### config.mk
export PLATFORM = sky130hd
export DESIGN_NAME = lgt_front
export DESIGN_NICKNAME = d
export VERILOG_FILES = /design/src/design/lgt_pkg.sv /design/src/design/lgt_front.sv
export SDC_FILE = /design/constraint.sdc
export NUM_CORES = 1
export LEC_CHECK = 0
export ABC_AREA = 1
export BUFFER_PORTS_ARGS = -buffer_cell sky130_fd_sc_hd__buf_2
export CAP_MARGIN = 20
export CORE_UTILIZATION = 32
export DETAILED_ROUTE_END_ITERATION = 10
export HOLD_SLACK_MARGIN = 0.08
export PLACE_DENSITY_LB_ADDON = 0.08
export REMOVE_ABC_BUFFERS = 1
export SLEW_MARGIN = 20
export SYNTH_ARGS = -nofsm -noshare
export SYNTH_HDL_FRONTEND = slang
export SYNTH_SLANG_ARGS = --single-unit
### constraint.sdc
create_clock -name clk -period 6.2 [get_ports clk]
set_input_delay 1.24 -clock clk [delete_from_list [all_inputs] [get_ports clk]]
set_output_delay 1.24 -clock clk [all_outputs]
set_load 0.05 [all_outputs]
### src/design/lgt_pkg.sv
// lgt_pkg: types, constants and cell-rule functions for the life generation block.
// Shared by lgt_front, lgt_back and life_generation_torus. No dependencies.
package lgt_pkg;

	// Board geometry (stored rows and bits per row)
	localparam int NROWS    = 64;
	localparam int NCOLS    = 64;
	localparam int ROW_AW   = 6;
	localparam int MAX_ROWS = 64;
	localparam int MAX_COLS = 64;
	localparam int MIN_DIM  = 3;

	// Queue between front and back
	localparam int QDEPTH = 2;

	// Neighbour counts of the rule
	localparam logic [3:0] BIRTH_COUNT   = 4'd3;
	localparam logic [3:0] SURVIVE_COUNT = 4'd2;

	// Command codes of the input transaction
	localparam logic [1:0] CMD_LOAD    = 2'd0;
	localparam logic [1:0] CMD_TOGGLE  = 2'd1;
	localparam logic [1:0] CMD_ADVANCE = 2'd2;
	localparam logic [1:0] CMD_UNUSED  = 2'd3;

	// Configuration register indexes
	localparam logic REG_ROWS = 1'b0;
	localparam logic REG_COLS = 1'b1;

	typedef struct packed {
		logic [1:0]  cmd;
		logic [5:0]  row_index;
		logic [5:0]  column_index;
		logic [63:0] row_bits;
	} item_t;

	typedef struct packed {
		logic [5:0]  out_row_index;
		logic [63:0] out_row_bits;
		logic        last_row;
	} result_t;

	typedef struct packed {
		logic [6:0] rows_in_use;
		logic [6:0] cols_in_use;
	} cfg_t;

	typedef enum logic [1:0] {
		OP_LOAD,
		OP_TOGGLE,
		OP_ADVANCE
	} op_t;

	// Queue entry: for a toggle, bits holds the one-hot flip mask
	typedef struct packed {
		op_t         op;
		logic [5:0]  row;
		logic [63:0] bits;
	} qent_t;

	// Saturate a register value into MIN_DIM..limit
	function automatic logic [6:0] lgt_clamp(input logic [6:0] v, input logic [6:0] limit);
		logic [6:0] r;
		if (v < 7'(MIN_DIM))
			r = 7'(MIN_DIM);
		else if (v > limit)
			r = limit;
		else
			r = v;
		return r;
	endfunction

	// Ones in the columns in use
	function automatic logic [63:0] lgt_col_mask(input logic [6:0] c);
		logic [63:0] m;
		if (c >= 7'd64)
			m = '1;
		else
			m = (64'd1 << c) - 64'd1;
		return m;
	endfunction

	// Bit n holds column n-1, wrapping at c; w is already masked
	function automatic logic [63:0] lgt_from_left(input logic [63:0] w, input logic [6:0] c,
			input logic [63:0] m);
		logic [5:0] hi;
		hi = 6'(c - 7'd1);
		return ((w << 1) & m) | {63'd0, w[hi]};
	endfunction

	// Bit n holds column n+1, wrapping at c; w is already masked
	function automatic logic [63:0] lgt_from_right(input logic [63:0] w, input logic [6:0] c,
			input logic [63:0] m);
		logic [5:0] hi;
		hi = 6'(c - 7'd1);
		return ((w >> 1) | (64'(w[0]) << hi)) & m;
	endfunction

	// One new row from the old rows above, at and below it
	function automatic logic [63:0] lgt_next_row(input logic [63:0] up, input logic [63:0] mid,
			input logic [63:0] down, input logic [6:0] c, input logic [63:0] m);
		logic [63:0] ul, ur, ml, mr, dl, dr;
		logic [63:0] res;
		logic [3:0]  cnt;
		ul = lgt_from_left(up, c, m);
		ur = lgt_from_right(up, c, m);
		ml = lgt_from_left(mid, c, m);
		mr = lgt_from_right(mid, c, m);
		dl = lgt_from_left(down, c, m);
		dr = lgt_from_right(down, c, m);
		res = '0;
		for (int n = 0; n < NCOLS; n++) begin
			cnt = 4'(ul[n]) + 4'(up[n]) + 4'(ur[n]) + 4'(ml[n]) + 4'(mr[n])
				+ 4'(dl[n]) + 4'(down[n]) + 4'(dr[n]);
			res[n] = m[n] & ((cnt == BIRTH_COUNT) || (mid[n] && (cnt == SURVIVE_COUNT)));
		end
		return res;
	endfunction

endpackage

### src/design/lgt_front.sv
// lgt_front: takes input transactions, decodes the command and queues work for the back end.
// Depends on lgt_pkg.
module lgt_front import lgt_pkg::*; (
	input  logic  clk,
	input  logic  arst_n,
	input  item_t item,
	input  logic  item_valid,
	output logic  item_stall,
	output logic  q_valid,
	output qent_t q_entry,
	input  logic  q_pop
);

	localparam int PW = $clog2(QDEPTH);
	localparam int CW = $clog2(QDEPTH + 1);

	qent_t         fifo_q [QDEPTH];
	logic [PW-1:0] wr_ptr_q;
	logic [PW-1:0] rd_ptr_q;
	logic [CW-1:0] cnt_q;
	qent_t         dec;
	logic          keep;
	logic          push;

	// Decode: toggles become a flip mask, the unused code is dropped
	always_comb begin
		dec.row  = item.row_index;
		dec.bits = item.row_bits;
		dec.op   = OP_LOAD;
		keep     = 1'b1;
		case (item.cmd)
			CMD_LOAD: begin
				dec.op = OP_LOAD;
			end
			CMD_TOGGLE: begin
				dec.op   = OP_TOGGLE;
				dec.bits = 64'd1 << item.column_index;
			end
			CMD_ADVANCE: begin
				dec.op = OP_ADVANCE;
			end
			default: begin
				keep = 1'b0;
			end
		endcase
	end

	assign item_stall = (cnt_q == CW'(QDEPTH));
	assign push       = item_valid && !item_stall && keep;
	assign q_valid    = (cnt_q != '0);
	assign q_entry    = fifo_q[rd_ptr_q];

	// Queue pointers and fill count
	always_ff @(posedge clk or negedge arst_n) begin
		if (!arst_n) begin
			wr_ptr_q <= '0;
			rd_ptr_q <= '0;
			cnt_q    <= '0;
		end else begin
			if (push)
				wr_ptr_q <= (wr_ptr_q == PW'(QDEPTH - 1)) ? '0 : wr_ptr_q + PW'(1);
			if (q_pop)
				rd_ptr_q <= (rd_ptr_q == PW'(QDEPTH - 1)) ? '0 : rd_ptr_q + PW'(1);
			cnt_q <= cnt_q + CW'(push) - CW'(q_pop);
		end
	end

	// Queue storage
	always_ff @(posedge clk) begin
		if (push)
			fifo_q[wr_ptr_q] <= dec;
	end

endmodule

* After elaboration in Yosys (flattened, before gate mapping)
Memory sizes are Yosys's and may differ from the RTL's.
Index checks and enable logic that the tools add are counted.
** Cells by class
- Add/sub/neg operators :: 4
- Mux-type cells :: 7
- Equal/unequal tests :: 3
- Reductions and logical operators :: 6
- Shift operators :: 1
** Operators by type and width (count)
- two-way mux 64 bit :: 1
- << shifter 1 x 6 -> 64 bit (first input constant) :: 1
- two-way mux 1 bit :: 5
- == test 2 bit (second input constant) :: 2
- one-hot mux 2 bit (2 select lines) :: 1
- OR reduction 3 bit :: 1
- adder 1 bit (second input constant) :: 2
- adder 2 x 1 -> 2 bit :: 1
- == test 2 x 1 -> 1 bit (second input constant) :: 1
- logical AND 1 bit :: 2
- logical NOT 2 bit :: 1
- nonzero test 2 bit :: 1
- subtractor 2 x 1 -> 2 bit :: 1
- logical NOT 1 bit :: 1
** Storage, ports and cells
- Register bits :: 4
- Output and inout bits :: 74
- Bits of input ports :: 82
- Memory bits (writable) :: 144
- Memories :: 1
- Word-level logic and storage cells :: 25
** Memory list
- fifo_q :: depth 2, bits a word 72, read ports 1, clocked after memory_dff 0, wr ports 1, RTL line lgt_front.sv:17 : qent_t fifo_q [QDEPTH];

* Depth between registers and ports, before layout
- Word-level depth :: 6
- Depth in mapped cells :: 7
- Depth with buffers taken out :: 7

* Worst setup path before layout
Ideal clock, no wire load.
- Kind :: input port to flip-flop
- From :: input item[76] (netlist bit)
- To :: memory fifo_q[0][0] (netlist bit), enable pin
- Arrival time :: 4466 ps
- Setup time :: 503 ps
- Cell stages on the path :: 3
- Setup slack :: 1231 ps
- Required time :: 5697 ps
- Cell sequence :: nand2_1 nand3_1 nor2_1
** On the way
- Longest elaborated chain between the ends :: 6
- Elaborated cells between the ends (all ways) :: 8
- Classes of those cells :: eq/ne (2); mux (3); reduce/logical (3)
** Ends and longest elaborated chain
- start, declared :: RTL line lgt_front.sv:6 : input item_t item,
- == test 2 bit, or another cell as far along :: RTL line lgt_front.sv:31 : case (item.cmd)
- OR reduction 3 bit (no source line) (*)
- two-way mux 1 bit (*) :: RTL line lgt_front.sv:31
- logical AND 1 bit (*) :: RTL line lgt_front.sv:49 : assign push = item_valid && !item_stall && keep;
- two-way mux 1 bit (*) :: RTL line lgt_front.sv:70 : if (push)
- two-way mux 1 bit (implied by the code) (*) :: RTL line lgt_front.sv:71 : fifo_q[wr_ptr_q] <= dec;
- end, declared :: RTL line lgt_front.sv:17
Mark *: on every way between the ends. The rest lies on a longest branch, timed or not.

==> out/results.ini <==
[status]
outcome = finished clean

[worst_setup_path]
worstPathRequired_ns = 4.96
endpoint = q_entry[39]
worst-path-stages = 3
critPathArrivalTime_ns = 2.14
r2r-start = cnt_q[1]$_DFF_PN0_
cp-startpoint = rd_ptr_q$_DFFE_PN0P_
reg2reg_slack_ns = 3.66
critical-path-slowest-cell = dfrtp_4
crit_type = reg -> out
worst_setup_path_end_kind = output pin
rr_endpoint = fifo_q[0][38]$_DFFE_PP_
crit_fanout = 42
cp_top_family = flip-flops
critPathLaunchType = register
cp_cell_sequence = buf_16, mux2_2, buf_2
critPathBufInv = 2
reg2reg_depth = 4
max_stage_delay_ns = 0.76

[placed_design]
dp_hpwl_microns = 10000
gp_congestion = 0.693
io_buffer_count = 155
dp_cells = 884

[sta]
min_period_ns = 3.38
max_freq_ghz = 0.296
finalSetupViolations = 0
slew_viol_final = 0
worst_clock_skew_ns = 0.00650
hold_viol = 0
worst_pin_slew_ns = 1.08
fin_crit_sh_pct = 54.6
max_slew_margin_pct = 28.2
rsz0062_at_grt = false
fin_tns_setup_ns = 0
whs_ns = 0.526

[min_path]
min-delay-start = cnt_q[0]$_DFF_PN0_
holdPathStages = 1
hp-class = reg -> reg

[clocking]
cts_root_buf = clkbuf_16
cts.clk_slew.worst_paths_ns = 0.06
clock_latency_ns = 0.42
cts_buffer_depth = 2
cts_tree = done
cts-buffers-inserted = 17
h-tree-depth = 4
clock_sinks = 148
cts_setup_buffers = 0
hold_buffers = 0
cts_resized = 0

[synth]
synthTopCellsByArea = edfxtp_1 (66%), mux2_2 (12%), nand2_1 (7.8%)
yosysTopAreaCell = edfxtp_1
yosys_register_bits = 148
yosysSeqAreaShare_pct = 67.8
yosysMostFrequentCell = edfxtp_1
syn_avg_cell_area_sq_um = 13.3
yosys-top-cells-count = edfxtp_1 (144), nand2_1 (135), mux2_2 (72), nand3_1 (33), nor2_1 (19)
synth_area_sq_um = 6530
yosys_most_used_dff = edfxtp_1
synth_warnings = 0
netlist.area_leader.share_pct = 66.3
synth_edf_count = 144
syn_inst = 489
synth.distinct_cells = 23
async_reset_ff_share_pct = 2.70

[floorplanning]
core_sq_um = 19700
fp.dieW_microns = 145
ios = 156
die_area_sq_um = 21000
rows = 51
initial_core_util_pct = 33.1
chipHeight_microns = 145

[routing]
drc = 0
ant_nets = 0
wl_per_cell_microns = 17.5
vias = 4227
drtPass1Iterations = 5
drt-total-wl_microns = 16100
via_per_inst = 4.61
drtIter0Drc = 168

[global_route]
global_route.peak_usage_layer = met2
grt_max_degree = 74
grt_use_met2_pct = 26.8
overflow = 0
use_met3_pct = 4.31
use_met1_pct = 20.0
grt_antenna_before_repair = 0
grt_use_total_pct = 15.9
grt_pass1_vias = 4298
grt_pass1_wl_microns = 23800

[cells_and_area]
fin_cells = 917
drive_gt1_share_pct = 42.0
nNetsFinal = 723
area_growth_pct = 23.6
diodes = 0

[pwr]
switching_share_pct = 41.2
p_comb_share_pct = 38.9
seq_power_share_pct = 36.2
vdd_ir_drop_max_uv = 322
intPower_mw = 2.29
power_switching_mw = 1.61
pwr-share-clk_pct = 24.9
finalPower_mw = 3.90
power.density_nw_per_um2 = 483
p_leak_nw = 3.24

[run]
cap_violations = 0

## area by class of cell
| cell class | instances | area (sq um) |
|---|---|---|
| multi-input combinational | 300 | 1880 |
| fill | 1937 | 11700 |
| clock inverter | 15 | 135 |
| timing repair buffer | 158 | 818 |
| clock buffer | 17 | 425 |
| tap | 265 | 332 |
| inverter | 14 | 52.6 |
| sequential | 148 | 4430 |
## layout by cell type (no fill, tap or decap), types with 3 or more instances in the layout
master / n
dfrtp_1: 3
nor2_4: 3
nand3_1: 33
o21ai_1: 9
nor2_1: 17
buf_2: 155
clkinv_4: 6
inv_1: 10
clkbuf_16: 17
nand4_1: 13
mux2_2: 72
nand2_1: 135
o21ai_0: 7
inv_2: 4
clkinvlp_4: 4
edfxtp_1: 144
## power groups by stage
stage               combinational, mW  sequential [mW]  clock, mW
floorplan                        1.14             1.45          0
global placement                 1.47             1.49          0
detailed placement               1.47             1.49          0
CTS                              1.47             1.47      0.992
global route                     1.60             1.43       1.03
finish                           1.52             1.41      0.970
## sequential cells by signal, indices dropped and copies added (netlist names)
signal    flops
cnt_q         2
fifo_q      144
rd_ptr_q      1
wr_ptr_q      1
## worst register-to-register path, stage by stage (launching register included)
cell and delay, ns:
dfrtp_1 0.40, nand2_1 0.10, nand3_1 0.23, nor2_4 0.66
buf_4 0.72
## how the worst min path moves through the flow
| stage | to | slack (ns) |
|---|---|---|
| finish | cnt_q[0]$_DFF_PN0_ | 0.53 |
| global route | cnt_q[0]$_DFF_PN0_ | 0.55 |
| CTS | cnt_q[0]$_DFF_PN0_ | 0.53 |
| detailed placement | cnt_q[0]$_DFF_PN0_ | 0.51 |
| global placement | cnt_q[0]$_DFF_PN0_ | 0.51 |
| floorplan | cnt_q[0]$_DFF_PN0_ | 0.49 |
## through the flow
stage	cell area, sq um	setup slack [ns]	utilization, %
2_1_floorplan	6340	1.23	-
3_3_place_gp	7480	2.69	37.9
3_5_place_dp	7480	2.65	37.9
4_1_cts	8040	2.61	40.8
5_1_grt	8070	2.72	40.9
6_report	8070	2.82	40.9
## metal layers
layer / up-vias / routed length [microns]
li1: 2057 / -
met1: 2045 / 7220
met2: 112 / 7890
met3: 13 / 810
met4: 0 / 172
met5: - / 0
## logic make-up (layout without fill, tap and decap cells)
group | count (synthesis) | in the layout | synth area share (%)
and+or+nand+nor | 206 | 206 | 13.9
DFF | 148 | 148 | 67.8
muxes | 72 | 72 | 12.4
buffers and inverters | 41 | 204 | 3.70
AOI/OAI and AO/OA | 16 | 16 | 1.23
xor gates and xnor gates | 4 | 4 | 0.537
adders and majority gates | 2 | 2 | 0.383
Power figures use the tool's default switching activity.
